===== src/rtl/core/vn_pkg.sv =====
`timescale 1ns / 1ps
`default_nettype none
package vn_pkg;
    // component and result widths
    localparam int CompW  = 16;
    localparam int Lanes  = 3;
    // quotient bits searched per lane, one pipeline stage each
    localparam int QBits  = 15;
    // squared magnitude, sum of squares, scaled numerator
    localparam int SqW    = 31;
    localparam int SumW   = 32;
    localparam int NumW   = SqW + 28;
    // running q*q*S and q*S
    localparam int AccW   = 63;
    localparam int ProdW  = 47;
    localparam logic [CompW-1:0] UnitOne = 16'd16384;

    // control that rides alongside the data
    typedef struct packed {
        logic valid;
        logic zero;
    } vn_ctrl_t;
endpackage
`default_nettype wire


===== src/rtl/core/vn_merge.sv =====
`timescale 1ns / 1ps
`default_nettype none
module vn_merge (
    input  wire logic                                   aclk,
    input  wire logic                                   aresetn,
    input  wire logic                                   ce,
    input  wire vn_pkg::vn_ctrl_t                       ctrl,
    input  wire logic [vn_pkg::Lanes-1:0][vn_pkg::QBits-1:0] q,
    input  wire logic [vn_pkg::Lanes-1:0]               q_neg,
    output logic                                        m_tvalid,
    output logic [vn_pkg::Lanes*vn_pkg::CompW-1:0]      m_tdata,
    output logic                                        m_tuser
);
    import vn_pkg::*;

    logic                          valid_reg;
    logic [Lanes*CompW-1:0]        data_reg;
    logic                          zero_reg;
    logic [Lanes*CompW-1:0]        data_next;

    // clamp to one, apply sign, force zero for a null vector
    always_comb begin
        logic [CompW-1:0] mag;
        for (int i = 0; i < Lanes; i++) begin
            mag = {1'b0, q[i]};
            if (mag > UnitOne) begin
                mag = UnitOne;
            end
            if (ctrl.zero) begin
                mag = '0;
            end
            data_next[i*CompW +: CompW] = q_neg[i] ? (~mag + 1'b1) : mag;
        end
    end

    // hold the result until taken
    always_ff @(posedge aclk) begin
        if (!aresetn) begin
            valid_reg <= 1'b0;
        end else if (ce) begin
            valid_reg <= ctrl.valid;
        end
    end

    always_ff @(posedge aclk) begin
        if (ce) begin
            data_reg <= data_next;
            zero_reg <= ctrl.zero;
        end
    end

    assign m_tvalid = valid_reg;
    assign m_tdata  = data_reg;
    assign m_tuser  = zero_reg;
endmodule
`default_nettype wire


===== config.mk =====
export PLATFORM = sky130hd
export DESIGN_NAME = vn_merge
export DESIGN_NICKNAME = d
export VERILOG_FILES = /design/src/rtl/core/vn_pkg.sv /design/src/rtl/core/vn_merge.sv
export SDC_FILE = /design/constraint.sdc
export NUM_CORES = 1
export LEC_CHECK = 0
export BUFFER_PORTS_ARGS = -buffer_cell sky130_fd_sc_hd__clkbuf_2
export CORE_MARGIN = 2
export CORE_UTILIZATION = 35
export DETAILED_ROUTE_END_ITERATION = 7
export PLACE_DENSITY = 0.69
export SYNTH_ARGS = -nofsm -noshare
export SYNTH_HDL_FRONTEND = slang
export SYNTH_SLANG_ARGS = --single-unit

===== constraint.sdc =====
create_clock -name aclk -period 8.1 [get_ports aclk]
set_input_delay 1.62 -clock aclk [delete_from_list [all_inputs] [get_ports aclk]]
set_output_delay 1.62 -clock aclk [all_outputs]
set_load 0.005 [all_outputs]

==> reports/metrics.cfg <==
[status]
run_status=completed

[finish]
area_growth_pct=24.7
fin_nets=434
fillers=776
final_layout_size_suffix_gt1_share_pct=31.1
antenna_cells=0
seq_area_um2=1490
multiInputGateArea_um2=1360
fin_util_pct=44.7

[critical_path]
ff2ff_setup_slack_ps=7500
required_ps=8140
max_stage_delay_ps=640
worstSetupStartpointType=input port
cp-end-kind=flip-flop
crit_buf_inv=1
critPathKind=input port to flip-flop
cp_max_fo=9
cp_cell_sequence=clkbuf_2 -> or4_1 -> o41a_4 -> nor2_8 -> nand2_1 -> ha_1 -> a21boi_0 -> o21ai_1 -> o31ai_1 -> xnor2_1
arrival_ps=4420
worst_path_max_delay_cell=or4_1
cp_top_family=compound AO/OA/AOI/OAI gates

[detailed_routing]
via_per_inst=5.21
post_drt_wl_per_cell_um=13.7
drtAntennaViolNets=0
dr.pass1.iters=4
drt_iter0_markers=114
drt_wl_total_mm=6.62
route.detailed.drc=0
vias=2520

[placed_design]
hpwl_mm=5.07
port_buffers=102
place_congestion=0.989

[cts]
cts_resized=0
cts_made_buffers=5
cts-hold-fix-buffers=0
cts_tree=done
htreeDepth=2
cts-root-buf=clkbuf_8
clock-sinks=50
path_clk_slew_ps=90
post-cts-setup-buffers=0
insertion_delay_ps=290
cts.path.max_buffers=2

[pwr]
p_leak_nw=1.47
clockPowerShare_pct=28.3
power_switching_mw=0.144
seq_power_share_pct=53.2
power_density_nw_per_um2=164
intPower_mw=0.450
peakVddDrop_v=0.0000830
power_frac_comb_pct=18.5
switching_share_pct=24.2

[logic_synthesis]
synth-seq-area-share_pct=51.2
syn-cell-area_um2=2910
synth_top_area_share_pct=50.5
avgSynthCellArea_um2=10.5
synth_cells=277
synth_largest_area_cell=edfxtp_1
synthFlopType=edfxtp_1
ys_ff_latch=50
syn-num-nets=333
yosys_warnings=0
synth_cell_types=46
synth_edf_count=49
async_flop_share_pct=0
ys_top_cells_by_area=edfxtp_1, xor2_1, nand2_1

[sta]
min_period_ps=4390
finalSetupViolCount=0
clock_skew_ps=0
tns_ps=0
max_clock_freq_mhz=228
maxSlewViolCount=0
worstMarginPinSlew_ps=757
holdWs_ps=535
rsz0062_at_grt=false
timing.final.hold_violations=0
finalCritPeriodShare_pct=54.2
maxSlewHeadroom_pct=49.4

[global_routing]
grt_max_degree=51
gr-total-overflow=0
track_usage_pct=14.1
grt_pass1_vias=2134
antenna_found_initial=0
grt_pass1_wl_mm=9.99

[floorplanning]
initial_core_util_pct=35.8
die_area_um2=9070
fp.dieH_um=95.2
die_w_um=95.2
coreArea_um2=8130
rows=33
pin_count=103

[worst_hold_path]
min_path_type=flip-flop to flip-flop

[job]
maxCapViolations=0

worst reg2reg max path, cell delays in order, from the launching register on:
cell	delay, ps
dfxtp_1	320
mux2i_1	120
nor2b_1	60
power groups by stage:
stage | Combinational (mW) | Sequential (mW) | Clock (mW)
after global routing | 0.123 | 0.319 | 0.186
final | 0.110 | 0.316 | 0.168
after global placement | 0.109 | 0.322 | 0
after detailed placement | 0.110 | 0.323 | 0
after CTS | 0.111 | 0.317 | 0.177
after floorplan | 0.0493 | 0.325 | 0
per-layer routing:
layer | share of wire, % | global-route usage, % | wire, um | vias to the layer above
li1 | - | - | - | 1243
met1 | 44 | 18.7 | 2910 | 1166
met2 | 49 | 23.0 | 3220 | 103
met3 | 6.3 | 2.77 | 419 | 8
met4 | 1.0 | 4.83 | 67 | 0
met5 | 0 | 0 | 0 | -
sequential cells by signal, indices dropped and copies added, names as in the netlist:
name	flops
m_tdata	48
m_tuser	1
m_tvalid	1
stage by stage:
| step | area, um2 | power, mW | instances | setup WS [ps] |
|---|---|---|---|---|
| 2_1_floorplan | 2910 | 0.374 | 277 | 3890 |
| 3_3_place_gp | 3530 | 0.431 | 476 | 3550 |
| 3_5_place_dp | 3530 | 0.433 | 476 | 3460 |
| 4_1_cts | 3630 | 0.605 | 484 | 3770 |
| 5_1_grt | 3630 | 0.627 | 484 | 3560 |
| 6_report | 3630 | 0.594 | 484 | 3710 |
cells by family after synthesis:
logic type | Yosys count | share of synthesized area [%]
AO/OA/AOI/OAI | 67 | 16.8
XOR/XNOR | 29 | 8.72
adder cells (fa/ha/maj) | 3 | 1.29
buffers and inverters | 15 | 2.02
flip-flops | 50 | 51.2
multiplexers | 1 | 0.344
AND/OR/NAND/NOR | 112 | 19.7
layout by cell type (no fill, tap or decap), types with 3 or more instances in the layout:
cell / count
a21o_1: 6
a21oi_1: 8
clkbuf_2: 102
clkbuf_8: 5
edfxtp_1: 49
ha_1: 3
inv_1: 6
nand2_1: 32
nand2b_1: 4
nand3_1: 3
nor2_1: 29
nor2b_1: 5
nor3_1: 6
nor3b_1: 4
nor4_1: 6
o21ai_0: 17
o31ai_1: 10
o41ai_1: 5
or2_2: 4
or3_1: 7
or4_1: 6
xnor2_1: 8
xor2_1: 21
synth_stat cells (all sizes together), types with 3 or more instances:
library cell  count
o21ai            18
nand2            32
ha                3
nor3b             4
nand2b            4
o41ai             5
xnor2             8
clkbuf            7
nor2             30
nor2b             5
a21o              6
or2               4
a21oi             9
inv               6
nand3             3
or3               7
nor4              6
o31ai            11
xor2             21
nor3              6
or4               6
edfxtp           49
cell type report:
class                           count  share of cell area, %
Multi-Input combinational cell    212                   37.5
Tap cell                          105                   3.62
Inverter                            6                  0.620
Clock inverter                      1                  0.826
Clock buffer                        7                   2.10
Timing Repair Buffer              103                   14.3
Sequential cell                    50                   41.0
final timing paths:
| kind | startpoint | cells past startpoint | to |
|---|---|---|---|
| worst min register to register | m_tvalid | 2 | m_tvalid |
| worst max register to register | m_tvalid | 2 | m_tvalid |
| worst min-delay path | m_tvalid | 2 | m_tvalid |
| worst max-delay path | q[8] | 10 | m_tdata[10] |
Note: power is estimated with default switching activity, not from simulation.
