`src/rtl/core/vn_pkg.sv`:
```
`timescale 1ns / 1ps
`default_nettype none
package vn_pkg;
    // component and result widths
    localparam int CompW  = 16;
    localparam int Lanes  = 3;
    // quotient bits searched per lane, one pipeline stage each
    localparam int QBits  = 15;
    // squared magnitude, sum of squares, scaled numerator
    localparam int SqW    = 31;
    localparam int SumW   = 32;
    localparam int NumW   = SqW + 28;
    // running q*q*S and q*S
    localparam int AccW   = 63;
    localparam int ProdW  = 47;
    localparam logic [CompW-1:0] UnitOne = 16'd16384;

    // control that rides alongside the data
    typedef struct packed {
        logic valid;
        logic zero;
    } vn_ctrl_t;
endpackage
`default_nettype wire

```
`src/rtl/core/vn_front.sv`:
```
`timescale 1ns / 1ps
`default_nettype none
module vn_front (
    input  wire logic                                   aclk,
    input  wire logic                                   ce,
    input  wire logic [vn_pkg::Lanes-1:0][vn_pkg::CompW-1:0] comp,
    output logic [vn_pkg::Lanes-1:0][vn_pkg::SqW-1:0]   mag_sq,
    output logic [vn_pkg::Lanes-1:0]                    neg,
    output logic [vn_pkg::SumW-1:0]                     sum,
    output logic                                        zero
);
    import vn_pkg::*;

    logic [Lanes-1:0][SqW-1:0]   sq1_reg;
    logic [Lanes-1:0]            neg1_reg;
    logic [Lanes-1:0][SqW-1:0]   sq2_reg;
    logic [Lanes-1:0]            neg2_reg;
    logic [SumW-1:0]             sum_reg;
    logic                        zero_reg;
    logic [Lanes-1:0][SqW-1:0]   sq_next;
    logic [SumW-1:0]             sum_next;

    // square each component magnitude
    always_comb begin
        logic [CompW-1:0]   mag;
        logic [2*CompW-1:0] prod;
        for (int i = 0; i < Lanes; i++) begin
            mag        = comp[i][CompW-1] ? (~comp[i] + 1'b1) : comp[i];
            prod       = mag * mag;
            sq_next[i] = prod[SqW-1:0];
        end
    end

    assign sum_next = {1'b0, sq1_reg[0]} + {1'b0, sq1_reg[1]} + {1'b0, sq1_reg[2]};

    // advance the two front stages
    always_ff @(posedge aclk) begin
        if (ce) begin
            for (int i = 0; i < Lanes; i++) begin
                neg1_reg[i] <= comp[i][CompW-1];
            end
            sq1_reg  <= sq_next;
            sq2_reg  <= sq1_reg;
            neg2_reg <= neg1_reg;
            sum_reg  <= sum_next;
            zero_reg <= (sum_next == '0);
        end
    end

    assign mag_sq = sq2_reg;
    assign neg    = neg2_reg;
    assign sum    = sum_reg;
    assign zero   = zero_reg;
endmodule
`default_nettype wire

```
`config.mk`:
```
export PLATFORM = sky130hd
export DESIGN_NAME = vn_front
export DESIGN_NICKNAME = d
export VERILOG_FILES = /design/src/rtl/core/vn_pkg.sv /design/src/rtl/core/vn_front.sv
export SDC_FILE = /design/constraint.sdc
export NUM_CORES = 2
export LEC_CHECK = 0
export BUFFER_PORTS_ARGS = -buffer_cell sky130_fd_sc_hd__buf_2
export CORE_UTILIZATION = 55
export DETAILED_ROUTE_END_ITERATION = 10
export PLACE_DENSITY = 0.83
export SLEW_MARGIN = 40
export SYNTH_ARGS = -nofsm -noshare
export SYNTH_HDL_FRONTEND = slang
export SYNTH_SLANG_ARGS = --single-unit
```
`constraint.sdc`:
```
create_clock -name aclk -period 17.1 [get_ports aclk]
set_input_delay 1.71 -clock aclk [delete_from_list [all_inputs] [get_ports aclk]]
set_output_delay 1.71 -clock aclk [all_outputs]
set_load 0.02 [all_outputs]
```
==> results.md <==
- Across every metal layer, demand over resource in global routing totals 0.258.
- In this run the tool buffered the top-level ports with 175 buffer cells.
- For this run, the post-layout net count is 4,027.
- The number of library cell types mapped by synthesis is between 70 and 80.
- The maximum clock path buffer count is 3.
- At the pin with the least slew margin, the transition time is around 0.89 ns.
- The Yosys step of the flow raised 0 warnings.
- In this run the critical register-to-register path is captured at zero.
- The worst setup path is of the in2reg kind.
- For this run, design rule violations remaining after detail routing come to 0.
- The flow ran to the end, and the final reports show no timing, DRC or antenna violations.
- The most common flop cell mapped by yosys is sky130_fd_sc_hd__edfxtp_1.
- Setup repair after global routing left no endpoint under its margin.
- For this run, the register share of the synthesized area comes to 0.218.
- roughly 180 I/O pins were placed.
- The number of nets still failing antenna checks after routing is 0.
- By instance count, the cell type seen most on the critical path is sky130_fd_sc_hd__fa_1.
- The sink count of the clock tree is 219.
- Registers take 6580 sq um.
- TritonCTS built the clock tree.
- Counting every instance in the synthesized netlist gives around 2,900.
- The number of antenna violations at the first check in global routing is 0.
- The multi-input combinational cells in the finished layout cover a total of about 21,000 sq um.
- The class of the tightest hold or removal check is reg2reg.
- The core box area is 53,900 sq um.
- The final hold violation count came to 0.
- The end point of the worst hold path is neg[0].
- After synthesis the netlist holds a flip-flop and latch count of 219.
- The area growth from synthesis to layout is 8.71%.
- The floorplan step defined a die boundary enclosing 55,700 sq um.
- The worst register-to-register path begins at sq1_reg[70].
- Routability-driven placement finished with a final weighted congestion of 0.978.
- The number of buffers added to fix hold violations after cts is 0.
- The floorplan has 85 rows.
- In this design, the stage delay of the slowest critical-path cell is 0.56 ns.
- Post-CTS repair changed the size of 0 cells.
- The time the final worst path needs with I/O delays and setup is 9.83 ns.
- The number of setup buffers added after CTS is 0.
- The finished cells cover around 33,000 sq um.
- The total number of vias is approximately 21,000.
- The die extent in x is 236 um.
- The total overflow reported by the global router is 0.
- After synthesis the cells add up to 30,100 sq um.
- The highest attainable clock frequency is 102 MHz.
- The worst register-to-register path has a depth of 12.
- For the worst-skew pair, the clock arrives at the later sink with an insertion delay of 0.55 ns.
- The height of the chip is between 200 and 250 um.
- The worst hold path passes through 0 cells.
- The largest individual stage delay along the critical path comes from the cell sky130_fd_sc_hd__xor2_1.
- The number of buffers inserted during clock tree synthesis is 24.
- The final layout contains routed wiring with a total length of approximately 70 mm.
- A synthesized cell averages 10.3 sq um.
- The largest net degree at the start of global routing is 83.
- The number of endpoints failing setup at the final stage is 0.
- Counting flops with a built-in enable in the synthesized netlist gives ~220.
- The clock-pin slew of the registers on the worst-case setup and hold paths is 0.06 ns.
- The worst reg-to-reg setup slack is 12.78 ns.
- CTS built an H-tree with a depth of 1.
- The placed wire-length estimate is 58.2 mm.
- The startpoint of the tightest hold check path is neg1_reg[0].
- The via density per instance is 5.51.
- STA classifies the critical path startpoint as an input port.
- The worst max-slew margin expressed relative to the limit is 0.403.
- The proportion of layout cells with a drive suffix above 1 is 0.0857.
- The nature of the critical path endpoint is a flip-flop.
- The first global-routing pass estimated 113 mm of wire.
- The share of the cycle needed by the critical path after routing is 0.575.
- The post-place instance area is between 30,000 and 40,000 sq um.
- Leaving out fill and tap cells, the most frequent cells in the layout are sky130_fd_sc_hd__inv_1, sky130_fd_sc_hd__fa_1, sky130_fd_sc_hd__ha_1, sky130_fd_sc_hd__nand2_1, sky130_fd_sc_hd__edfxtp_1.
- The via count of the first global-routing pass came to 22,500.
- The routed length per instance is about 18 um.
- Data arrives at the worst endpoint at 10.17 ns.
- The tool flagged a number of max-cap violations equal to 0.
- Fill cells in the final layout number between 4,000 and 5,000.
- The library cell used most frequently in the layout, excluding fill and tap cells, is sky130_fd_sc_hd__inv_1.
- The tree is rooted in a sky130_fd_sc_hd__clkbuf_16.
- For the worst setup path, the data required time is 17.44 ns.
- After the first detailed-routing iteration, the DRC count stood at approximately 1,900.
- The starting density of the core is 0.558.
- For the final database, setup skew stands at 0.00873 ns.
- The post-route setup TNS is 0 ns.
- The largest delay contributor family on the critical path is adder cells.
- The post-synthesis async set-or-reset flop share is 0.
- Of all nets on the critical path, the largest fanout is 17.
- The first detailed-routing pass ran for 6 iterations.
- The number of max-slew violations in the final report is 0.
- The count of buffer and inverter cells on the critical path is 6.
## stage by stage
stage	hold slack [ns]	instances	setup slack (ns)	util
4_1_cts	0.418	3860	7.39	0.607
5_1_grt	0.418	3860	6.84	0.607
6_report	0.419	3861	7.27	0.607
2_1_floorplan	0.400	2972	7.87	-
3_3_place_gp	0.403	3816	7.15	0.593
3_5_place_dp	0.407	3816	6.86	0.594
## final cells by class
class,count,area share
multi-input combinational,1982,0.636
sequential,219,0.201
inverter,725,0.0831
timing repair buffer,194,0.0315
tap,696,0.0266
clock buffer,27,0.0187
clock inverter,17,0.00333
antenna,1,0.0000764
## routing by layer
layer	wire length [um]	global-route usage
met1	26700	0.334
met2	32800	0.430
met3	6010	0.0453
met4	3090	0.106
met5	0	0
## logic make-up after synthesis
kind of cell / share of synthesized area
compound gates: 0.0705
xor+xnor: 0.0487
fa+ha+maj: 0.475
buf+inv: 0.0966
flops: 0.218
mux: 0.000748
other cells: 0.000249
simple gates: 0.0896
## worst max path at each step
stage / depth (start not counted) / slack, ns / end / start
global placement: 31 / 7.15 / sq1_reg[89] / comp[32]
floorplan: 29 / 7.87 / sq1_reg[59] / comp[16]
finish: 30 / 7.27 / sq1_reg[59] / comp[16]
global route: 30 / 6.84 / sq1_reg[59] / comp[16]
CTS: 30 / 7.39 / sq1_reg[59] / comp[16]
detailed placement: 30 / 6.86 / sq1_reg[59] / comp[16]
## synth_stat cells, types with 19 or more instances
cell type / count / area share
sky130_fd_sc_hd__ha_1: 310 / 0.13
sky130_fd_sc_hd__a21o_1: 36 / 0.0090
sky130_fd_sc_hd__o21a_1: 22 / 0.0055
sky130_fd_sc_hd__nand3_1: 20 / 0.0033
sky130_fd_sc_hd__a21oi_1: 103 / 0.017
sky130_fd_sc_hd__xnor2_1: 112 / 0.033
sky130_fd_sc_hd__nor2_1: 208 / 0.026
sky130_fd_sc_hd__nand2b_1: 19 / 0.0039
sky130_fd_sc_hd__fa_1: 521 / 0.35
sky130_fd_sc_hd__o21ai_0: 61 / 0.010
sky130_fd_sc_hd__edfxtp_1: 219 / 0.22
sky130_fd_sc_hd__clkbuf_1: 39 / 0.0049
sky130_fd_sc_hd__xor2_1: 50 / 0.015
sky130_fd_sc_hd__inv_1: 710 / 0.089
sky130_fd_sc_hd__nor3_1: 23 / 0.0038
sky130_fd_sc_hd__nand2_1: 267 / 0.033
Power is left out: the tool's default activity adds up to more than one toggle a clock period on the data nets, which glitch-free logic cannot reach.
